--- config.mk ---
export PLATFORM = sky130hd
export DESIGN_NAME = mirrored_checksum_record_store_unit
export DESIGN_NICKNAME = d
export VERILOG_FILES = /design/src/rtl/mcrs_pkg.sv /design/src/rtl/mcrs_ram.sv /design/src/rtl/mirrored_checksum_record_store_unit.sv
export SDC_FILE = /design/constraint.sdc
export NUM_CORES = 2
export LEC_CHECK = 0
export ABC_CLOCK_PERIOD_IN_PS = 15400
export BUFFER_PORTS_ARGS = -buffer_cell sky130_fd_sc_hd__buf_2
export CORE_MARGIN = 2
export CORE_UTILIZATION = 30
export DETAILED_ROUTE_END_ITERATION = 8
export PLACE_DENSITY = 0.42
export SLEW_MARGIN = 25
export SYNTH_ARGS = -nofsm -noshare
export SYNTH_HDL_FRONTEND = slang
export SYNTH_HIERARCHICAL = 1
export SYNTH_SLANG_ARGS = --single-unit
--- constraint.sdc ---
create_clock -name clk -period 15.4 [get_ports clk]
set_input_delay 0.77 -clock clk [delete_from_list [all_inputs] [get_ports clk]]
set_output_delay 0.77 -clock clk [all_outputs]
set_load 0.05 [all_outputs]
--- src/rtl/mcrs_pkg.sv ---
package mcrs_pkg;

	localparam int HALF_SIZE_DEF = 256;
	localparam int MAX_LEN_DEF   = 32;

	localparam logic [7:0] CHK_GOOD = 8'hff;

	typedef enum logic [1:0] {
		STATUS_OK    = 2'd0,
		STATUS_BAD   = 2'd1,
		STATUS_RANGE = 2'd2
	} status_t;

	typedef enum logic {
		MODE_WRITE = 1'b0,
		MODE_READ  = 1'b1
	} mode_t;

	typedef enum logic {
		SRC_PRIMARY = 1'b0,
		SRC_BACKUP  = 1'b1
	} src_t;

endpackage

--- src/rtl/mcrs_ram.sv ---
module mcrs_ram #(
	parameter int DEPTH = mcrs_pkg::HALF_SIZE_DEF,
	parameter int AW    = $clog2(DEPTH)
) (
	input  logic          clk,
	input  logic          we,
	input  logic [AW-1:0] waddr,
	input  logic [7:0]    wdata,
	input  logic          re,
	input  logic [AW-1:0] raddr,
	output logic [7:0]    rdata
);

	logic [7:0] mem [DEPTH];

	always_ff @(posedge clk) begin
		if (we)
			mem[waddr] <= wdata;
	end

	// read data holds until the next read
	always_ff @(posedge clk) begin
		if (re)
			rdata <= mem[raddr];
	end

endmodule

--- src/rtl/mirrored_checksum_record_store_unit.sv ---
// channel | dir | tdata (low bit up)                          | tuser      | tlast
// s_*     | in  | offset[7:0] length[13:8] data_byte[21:14]   | mode       | last
// m_*     | out | read_byte[7:0]                              | status     | final_res
//
// After reset a clearing pass zeroes both halves with s_tready low.
// Write beat with last: byte, check byte, then status; a range error gives the status only.
// Read: S_RSUM sums both copies and their check bytes in parallel, then each returned byte
// passes S_ERD (memory read) and S_EWAIT (output register); a repair adds a check-byte pass.
// A stalled output holds S_STAT and S_EWAIT; no new beat is taken until an operation ends.
module mirrored_checksum_record_store_unit #(
	parameter int HALF_SIZE = mcrs_pkg::HALF_SIZE_DEF,
	parameter int MAX_LEN   = mcrs_pkg::MAX_LEN_DEF
) (
	input  logic        clk,
	input  logic        arst_n,
	input  logic        s_tvalid,
	output logic        s_tready,
	input  logic [23:0] s_tdata,  // offset[7:0], length[13:8], data_byte[21:14], zero pad
	input  logic [0:0]  s_tuser,  // mode[0]
	input  logic        s_tlast,
	output logic        m_tvalid,
	input  logic        m_tready,
	output logic [7:0]  m_tdata,  // read_byte[7:0]
	output logic [1:0]  m_tuser,  // status[1:0]
	output logic        m_tlast
);

	localparam int AW = $clog2(HALF_SIZE);
	localparam int SW = (AW + 1 > 9) ? AW + 1 : 9;

	typedef enum logic [8:0] {
		S_CLEAR = 9'b000000001,
		S_IDLE  = 9'b000000010,
		S_WCHK  = 9'b000000100,
		S_STAT  = 9'b000001000,
		S_RSUM  = 9'b000010000,
		S_RCHK  = 9'b000100000,
		S_ERD   = 9'b001000000,
		S_EWAIT = 9'b010000000,
		S_SPARE = 9'b100000000
	} state_t;

	state_t            state_q;
	logic [AW-1:0]     clr_q;
	logic [5:0]        wpos_q;
	logic [7:0]        wsum_q;
	logic              wrej_q;
	logic [7:0]        chk_q;
	logic [AW-1:0]     chk_addr_q;
	mcrs_pkg::status_t st_q;
	logic [7:0]        off_q;
	logic [5:0]        len_q;
	logic [5:0]        cnt_q;
	logic [7:0]        psum_q;
	logic [7:0]        bsum_q;
	logic              pend_q;
	mcrs_pkg::src_t    src_q;
	logic              out_valid_q;
	logic [7:0]        out_data_q;
	logic [1:0]        out_st_q;
	logic              out_last_q;

	logic [7:0]    in_offset;
	logic [5:0]    in_length;
	logic [7:0]    in_data;
	logic          in_acc;
	logic          in_fits;
	logic [SW-1:0] end_sum;
	logic          w_fit;
	logic          w_store;
	logic          w_rej;
	logic [SW-1:0] w_addr_sum;
	logic [AW-1:0] w_addr;
	logic [7:0]    wsum_n;
	logic [5:0]    wpos_n;
	logic [SW-1:0] rd_addr_sum;
	logic [AW-1:0] rd_addr;
	logic          out_free;
	logic          out_load;
	logic          ew_fire;
	logic          ew_emit;
	logic          ew_final;
	logic [7:0]    tot_p;
	logic [7:0]    tot_b;
	logic [7:0]    emit_byte;

	logic          p_we;
	logic [AW-1:0] p_waddr;
	logic [7:0]    p_wdata;
	logic          b_we;
	logic [AW-1:0] b_waddr;
	logic [7:0]    b_wdata;
	logic          rd_en;
	logic [7:0]    p_rdata;
	logic [7:0]    b_rdata;

	assign in_offset = s_tdata[7:0];
	assign in_length = s_tdata[13:8];
	assign in_data   = s_tdata[21:14];

	assign s_tready = (state_q == S_IDLE);
	assign in_acc   = s_tvalid && s_tready;

	assign end_sum = SW'(in_offset) + SW'(in_length) + SW'(1);
	assign in_fits = (in_length != 6'd0) && (in_length <= 6'(MAX_LEN))
		&& (end_sum <= SW'(HALF_SIZE));

	assign w_fit      = in_fits && (wpos_q < in_length);
	assign w_store    = !wrej_q && w_fit;
	assign w_rej      = wrej_q || !w_fit;
	assign w_addr_sum = SW'(in_offset) + SW'(wpos_q);
	assign w_addr     = w_addr_sum[AW-1:0];
	assign wsum_n     = wsum_q + in_data;
	assign wpos_n     = wpos_q + 6'd1;

	assign rd_addr_sum = SW'(off_q) + SW'(cnt_q);
	assign rd_addr     = rd_addr_sum[AW-1:0];

	assign out_free  = !out_valid_q || m_tready;
	assign emit_byte = (src_q == mcrs_pkg::SRC_BACKUP) ? b_rdata : p_rdata;
	assign ew_emit   = (cnt_q != len_q);
	assign ew_fire   = !ew_emit || out_free;
	assign ew_final  = (cnt_q == 6'(len_q - 6'd1));
	assign out_load  = ((state_q == S_STAT) && out_free)
		|| ((state_q == S_EWAIT) && ew_fire && ew_emit);

	assign tot_p = psum_q + p_rdata;
	assign tot_b = bsum_q + b_rdata;

	assign rd_en = (state_q == S_RSUM) || (state_q == S_ERD);

	always_comb begin
		p_we    = 1'b0;
		p_waddr = w_addr;
		p_wdata = in_data;
		b_we    = 1'b0;
		b_waddr = w_addr;
		b_wdata = in_data;
		case (state_q)
			S_CLEAR: begin
				p_we    = 1'b1;
				p_waddr = clr_q;
				p_wdata = 8'd0;
				b_we    = 1'b1;
				b_waddr = clr_q;
				b_wdata = 8'd0;
			end
			S_IDLE: begin
				p_we = in_acc && (s_tuser[0] == mcrs_pkg::MODE_WRITE) && w_store;
				b_we = p_we;
			end
			S_WCHK: begin
				p_we    = 1'b1;
				p_waddr = chk_addr_q;
				p_wdata = chk_q;
				b_we    = 1'b1;
				b_waddr = chk_addr_q;
				b_wdata = chk_q;
			end
			S_EWAIT: begin
				// repair: backup byte copied over the primary, check byte included
				p_we    = (src_q == mcrs_pkg::SRC_BACKUP) && ew_fire;
				p_waddr = rd_addr;
				p_wdata = b_rdata;
			end
			default: begin
				p_we = 1'b0;
				b_we = 1'b0;
			end
		endcase
	end

	mcrs_ram #(.DEPTH(HALF_SIZE), .AW(AW)) u_primary (
		.clk   (clk),
		.we    (p_we),
		.waddr (p_waddr),
		.wdata (p_wdata),
		.re    (rd_en),
		.raddr (rd_addr),
		.rdata (p_rdata)
	);

	mcrs_ram #(.DEPTH(HALF_SIZE), .AW(AW)) u_backup (
		.clk   (clk),
		.we    (b_we),
		.waddr (b_waddr),
		.wdata (b_wdata),
		.re    (rd_en),
		.raddr (rd_addr),
		.rdata (b_rdata)
	);

	always_ff @(posedge clk or negedge arst_n) begin
		if (!arst_n) begin
			state_q     <= S_CLEAR;
			clr_q       <= '0;
			wpos_q      <= 6'd0;
			wsum_q      <= 8'd0;
			wrej_q      <= 1'b0;
			pend_q      <= 1'b0;
			out_valid_q <= 1'b0;
		end else begin
			pend_q      <= (state_q == S_RSUM);
			out_valid_q <= out_load || (out_valid_q && !m_tready);
			case (state_q)
				S_CLEAR: begin
					clr_q <= clr_q + AW'(1);
					if (clr_q == AW'(HALF_SIZE - 1))
						state_q <= S_IDLE;
				end
				S_IDLE: begin
					if (in_acc && s_tuser[0] == mcrs_pkg::MODE_WRITE) begin
						if (!s_tlast) begin
							wrej_q <= w_rej;
							if (w_store) begin
								wsum_q <= wsum_n;
								wpos_q <= wpos_n;
							end
						end else begin
							wpos_q <= 6'd0;
							wsum_q <= 8'd0;
							wrej_q <= 1'b0;
							if (w_rej) begin
								st_q    <= mcrs_pkg::STATUS_RANGE;
								state_q <= S_STAT;
							end else begin
								chk_q      <= mcrs_pkg::CHK_GOOD - wsum_n;
								chk_addr_q <= w_addr + AW'(1);
								st_q       <= mcrs_pkg::STATUS_OK;
								state_q    <= S_WCHK;
							end
						end
					end else if (in_acc) begin
						if (!in_fits) begin
							st_q    <= mcrs_pkg::STATUS_RANGE;
							state_q <= S_STAT;
						end else begin
							off_q   <= in_offset;
							len_q   <= in_length;
							cnt_q   <= 6'd0;
							psum_q  <= 8'd0;
							bsum_q  <= 8'd0;
							state_q <= S_RSUM;
						end
					end
				end
				S_WCHK: state_q <= S_STAT;
				S_STAT: begin
					if (out_free) begin
						out_data_q  <= 8'd0;
						out_st_q    <= st_q;
						out_last_q  <= 1'b1;
						state_q     <= S_IDLE;
					end
				end
				S_RSUM: begin
					if (pend_q) begin
						psum_q <= tot_p;
						bsum_q <= tot_b;
					end
					cnt_q <= cnt_q + 6'd1;
					if (cnt_q == len_q)
						state_q <= S_RCHK;
				end
				S_RCHK: begin
					// last check byte lands this cycle, totals are formed on the fly
					cnt_q <= 6'd0;
					if (tot_p == mcrs_pkg::CHK_GOOD) begin
						src_q   <= mcrs_pkg::SRC_PRIMARY;
						state_q <= S_ERD;
					end else if (tot_b == mcrs_pkg::CHK_GOOD) begin
						src_q   <= mcrs_pkg::SRC_BACKUP;
						state_q <= S_ERD;
					end else begin
						st_q    <= mcrs_pkg::STATUS_BAD;
						state_q <= S_STAT;
					end
				end
				S_ERD: state_q <= S_EWAIT;
				S_EWAIT: begin
					if (ew_fire) begin
						if (ew_emit) begin
							out_data_q  <= emit_byte;
							out_st_q    <= mcrs_pkg::STATUS_OK;
							out_last_q  <= ew_final;
						end
						if (!ew_emit || (ew_final && src_q == mcrs_pkg::SRC_PRIMARY)) begin
							state_q <= S_IDLE;
						end else begin
							cnt_q   <= cnt_q + 6'd1;
							state_q <= S_ERD;
						end
					end
				end
				default: state_q <= S_IDLE;
			endcase
		end
	end

	assign m_tvalid = out_valid_q;
	assign m_tdata  = out_data_q;
	assign m_tuser  = out_st_q;
	assign m_tlast  = out_last_q;

`ifndef SYNTHESIS
	a_status_item_final: assert property (@(posedge clk) disable iff (!arst_n)
		(m_tvalid && m_tuser != mcrs_pkg::STATUS_OK) |-> (m_tlast && m_tdata == 8'd0))
		else $error("status beat not marked final or carries data");

	a_wpos_bounded: assert property (@(posedge clk) disable iff (!arst_n)
		wpos_q <= 6'(MAX_LEN))
		else $error("write position beyond maximum record length");

	a_check_after_sum: assert property (@(posedge clk) disable iff (!arst_n)
		(state_q == S_RCHK) |-> (pend_q && $past(state_q) == S_RSUM))
		else $error("checksum decision without final summed byte");

	a_repair_from_backup: assert property (@(posedge clk) disable iff (!arst_n)
		(p_we && state_q == S_EWAIT) |-> (src_q == mcrs_pkg::SRC_BACKUP))
		else $error("primary rewritten while reading a good primary");

	a_emit_in_range: assert property (@(posedge clk) disable iff (!arst_n)
		(state_q == S_ERD || state_q == S_EWAIT) |-> (cnt_q <= len_q))
		else $error("emit index beyond record length");
`endif

endmodule
==> results.sh <==
export IMPL_syn_to_final_growth_pct=14.1
export IMPL_syn_num_nets=8231
export IMPL_period_share_pct=46.7
export IMPL_drt_total_wl_um=477000
export IMPL_synth_xor_area_share_pct=0.290
export IMPL_hold_path_class="primary input to register"
export IMPL_worst_path_max_delay_cell="nor3_1"
export IMPL_reg2reg_depth=13
export IMPL_startpoint="cnt_q[0]"
export IMPL_tightest_slew_ns=1.30
export IMPL_die_h_um=748
export IMPL_core_area_um2=552000
export IMPL_cts_buffers=456
export IMPL_whs_ns=0.146
export IMPL_clk_latency_ns=1.03
export IMPL_rsz0062_at_grt="no"
export IMPL_status="complete, no violations"
export IMPL_hold_viol=0
export IMPL_worst_setup_path_end_kind="register"
export IMPL_yosysMostFrequentCell="edfxtp_1"
export IMPL_finalClockSkew_ns=0.0701
export IMPL_power_density_nw_per_um2=136
export IMPL_synth_ff_latch_count=4211
export IMPL_r2r_setup_slack_ns=8.20
export IMPL_fin_util_pct=34.3
export IMPL_grt_pass1_vias=85100
export IMPL_fmax_ghz=0.139
export IMPL_die_area_um2=559000
export IMPL_synth_seq_area_share_pct=76.1
export IMPL_synthAdderAreaFrac_pct=0.430
export IMPL_synthArstFlopShare_pct=0.784
export IMPL_layout_drive_gt1_share_pct=21.6
export IMPL_synth_top_cell_by_area="edfxtp_1"
export IMPL_clk_pin_slew_ns=0.06
export IMPL_drv_cap=0
export IMPL_rows=273
export IMPL_clockBufferDepth=4
export IMPL_via_per_inst=5.14
export IMPL_synth_compound_area_share_pct=3.93
export IMPL_path_max_fanout=109
export IMPL_fin_crit_ns=7.20
export IMPL_drtPass1Iterations=5
export IMPL_yosysWarnings=6
export IMPL_max_slew_margin_pct=13.2
export IMPL_cts_resized=0
export IMPL_start_kind="register"
export IMPL_synth_cell_types=83
export IMPL_start_util_pct=30.1
export IMPL_post_dp_hpwl_um=291000
export IMPL_path_class="register to register"
export IMPL_finalSetupViolations=0
export IMPL_tns_ns=0
export IMPL_port_buffers=40
export IMPL_crit_required_ns=16.06
export IMPL_gp_congestion=0.831
export IMPL_path_cells="ha_4 -> inv_1 -> fa_1 -> inv_8 -> buf_4 -> buf_4 -> buf_12 -> mux4_2 -> a22o_1 -> a221oi_1 -> o32ai_1 -> nor3_1 -> nor4_2"
export IMPL_synth_main_ff_cell="edfxtp_1"
export IMPL_root_buffer="clkbuf_16"
export IMPL_h_tree_depth=5
export IMPL_overflow=0
export IMPL_cpMostUsedCell="buf_4"
export IMPL_ir_worst_vdd_v=0.000101
export IMPL_antenna_found_initial=35
export IMPL_endpoint="u_primary/rdata[3]"
export IMPL_ys_top_cells_by_count="edfxtp_1 (4178), mux4_2 (908), nor2_1 (619), mux2i_1 (277), a22oi_1 (273)"
export IMPL_drc=0
export IMPL_wire_per_inst_um=29.7
export IMPL_cts_tree="built"
export IMPL_io_pins=43
export IMPL_dpl_cell_count=15200
export IMPL_ant_nets=0
export IMPL_avgSynthCellArea_um2=20.4
export IMPL_drtIter0Drc=8341
export IMPL_reg2reg_to="u_primary/rdata[3]"
export IMPL_track_usage_pct=16.6
export IMPL_cts_setup_buffers=0
export IMPL_synth_edf_count=4178
export IMPL_syn_inst=8147
export IMPL_synthMuxAreaShare_pct=14.1
export IMPL_r2r_start="cnt_q[0]"
export IMPL_grt_start_max_net_pins=200
export IMPL_final_nets=8466
export IMPL_synthSimpleGateAreaFrac_pct=3.29
export IMPL_synth_top_family_by_area="multiplexers"
export IMPL_synth_area_leaders="edfxtp_1 (76%), mux4_2 (12%), mux2i_1 (1.7%)"
export IMPL_slowest_delay_ns=0.84
export IMPL_cts_sinks=4211
export IMPL_grt_pass1_wl_um=667000
export IMPL_vias=82600
export IMPL_drv_slew=0
export IMPL_leakage_nw=57.6
export IMPL_syn_area_um2=166000
export IMPL_die_w_um=748
export IMPL_yosys_area_top_type_share_pct=75.6
export IMPL_finalNonFillerCells=16100
export IMPL_cp_arrival_ns=7.86
-- metrics by stage --
| stage | cell area (µm²) | setup WS (ns) | power, mW |
|---|---|---|---|
| 3_3_place_gp | 174000 | 8.37 | 15.4 |
| 6_report | 189000 | 8.20 | 25.8 |
| 3_5_place_dp | 175000 | 8.43 | 15.5 |
| 4_1_cts | 189000 | 8.41 | 26.2 |
| 5_1_grt | 189000 | 8.24 | 26.7 |
| 2_1_floorplan | 166000 | 2.14 | 14.5 |
-- routing by layer --
metal / global-route usage (%) / part of all wire (%)
met1: 23.4 / 44
met2: 27.0 / 47
met3: 2.50 / 5.5
met4: 4.11 / 2.6
met5: 0 / 0.013
-- state kept, by name, indices dropped and copies added, names as in the netlist --
signal	cells
u_backup/mem	2048
u_primary/mem	2048
bsum_q	8
chk_addr_q	8
chk_q	8
clr_q	8
m_tdata	8
off_q	8
psum_q	8
state_q	8
u_backup/rdata	8
u_primary/rdata	8
wsum_q	8
cnt_q	6
len_q	6
wpos_q	6
m_tuser	2
st_q	2
m_tlast	1
m_tvalid	1
pend_q	1
src_q	1
wrej_q	1
-- power by group --
part	internal, mW	leakage (nW)	switching (mW)
clock	6.08	7.02	4.55
sequential	12.7	38.0	0.0240
combinational	0.776	12.6	1.73
total	19.5	57.6	6.30
-- cell families after synthesis --
family / after synthesis
fa+ha+maj: 54
simple gates: 1183
compound gates: 925
xor+xnor: 55
buf+inv: 525
mux: 1194
flops: 4211
-- worst max-delay path: cells and delay by family (launching register included) --
family | cells | cell delay, ns
multiplexers | 1 | 0.41
adder cells (fa/ha/maj) | 2 | 0.76
buffers and inverters | 5 | 2.55
flip-flops | 1 | 0.52
AND/OR/NAND/NOR | 2 | 1.16
AO/OA/AOI/OAI | 3 | 1.05
-- worst min path at each step --
stage              from         end  slack [ns]  cells after the start
3_5_place_dp    st_q[1]  m_tuser[1]        0.51                      1
6_report       m_tready    m_tvalid        0.15                      3
2_1_floorplan    arst_n    clr_q[0]        0.47                      0
5_1_grt        m_tready    m_tvalid        0.12                      3
3_3_place_gp    st_q[0]  m_tuser[0]        0.51                      1
4_1_cts        m_tready    m_tvalid        0.03                      3
-- cell type report --
type / instances / area, µm²
inverters: 40 / 158
multi-input cells: 3411 / 37100
diodes: 14 / 35.0
flip-flops and latches: 4211 / 126000
repair buffers: 262 / 2250
clock buffers: 571 / 12100
well taps: 7287 / 9120
fillers: 51600 / 363000
clock inverters: 267 / 2410
-- repair_timing --
item	CTS	global route
hold buffers	15	0
endpoints found under the setup margin	0	0
hold endpoints to repair	46	0
-- placed cells by master, fill, tap and decap left out, types with 35 or more instances in the layout --
master	n
buf_4	176
clkinv_2	65
o22ai_1	57
edfxtp_1	4178
a22oi_1	273
clkinv_1	138
nand2_1	140
nor2_1	586
nand3_1	78
mux2i_1	277
o211ai_1	38
o21ai_0	48
nor2b_1	63
buf_2	40
inv_1	35
ha_1	48
clkbuf_16	464
a211oi_1	39
a21oi_1	220
mux4_2	908
o221ai_1	93
nor3_1	58
clkbuf_1	102
Note: power is estimated with default switching activity, not from simulation.
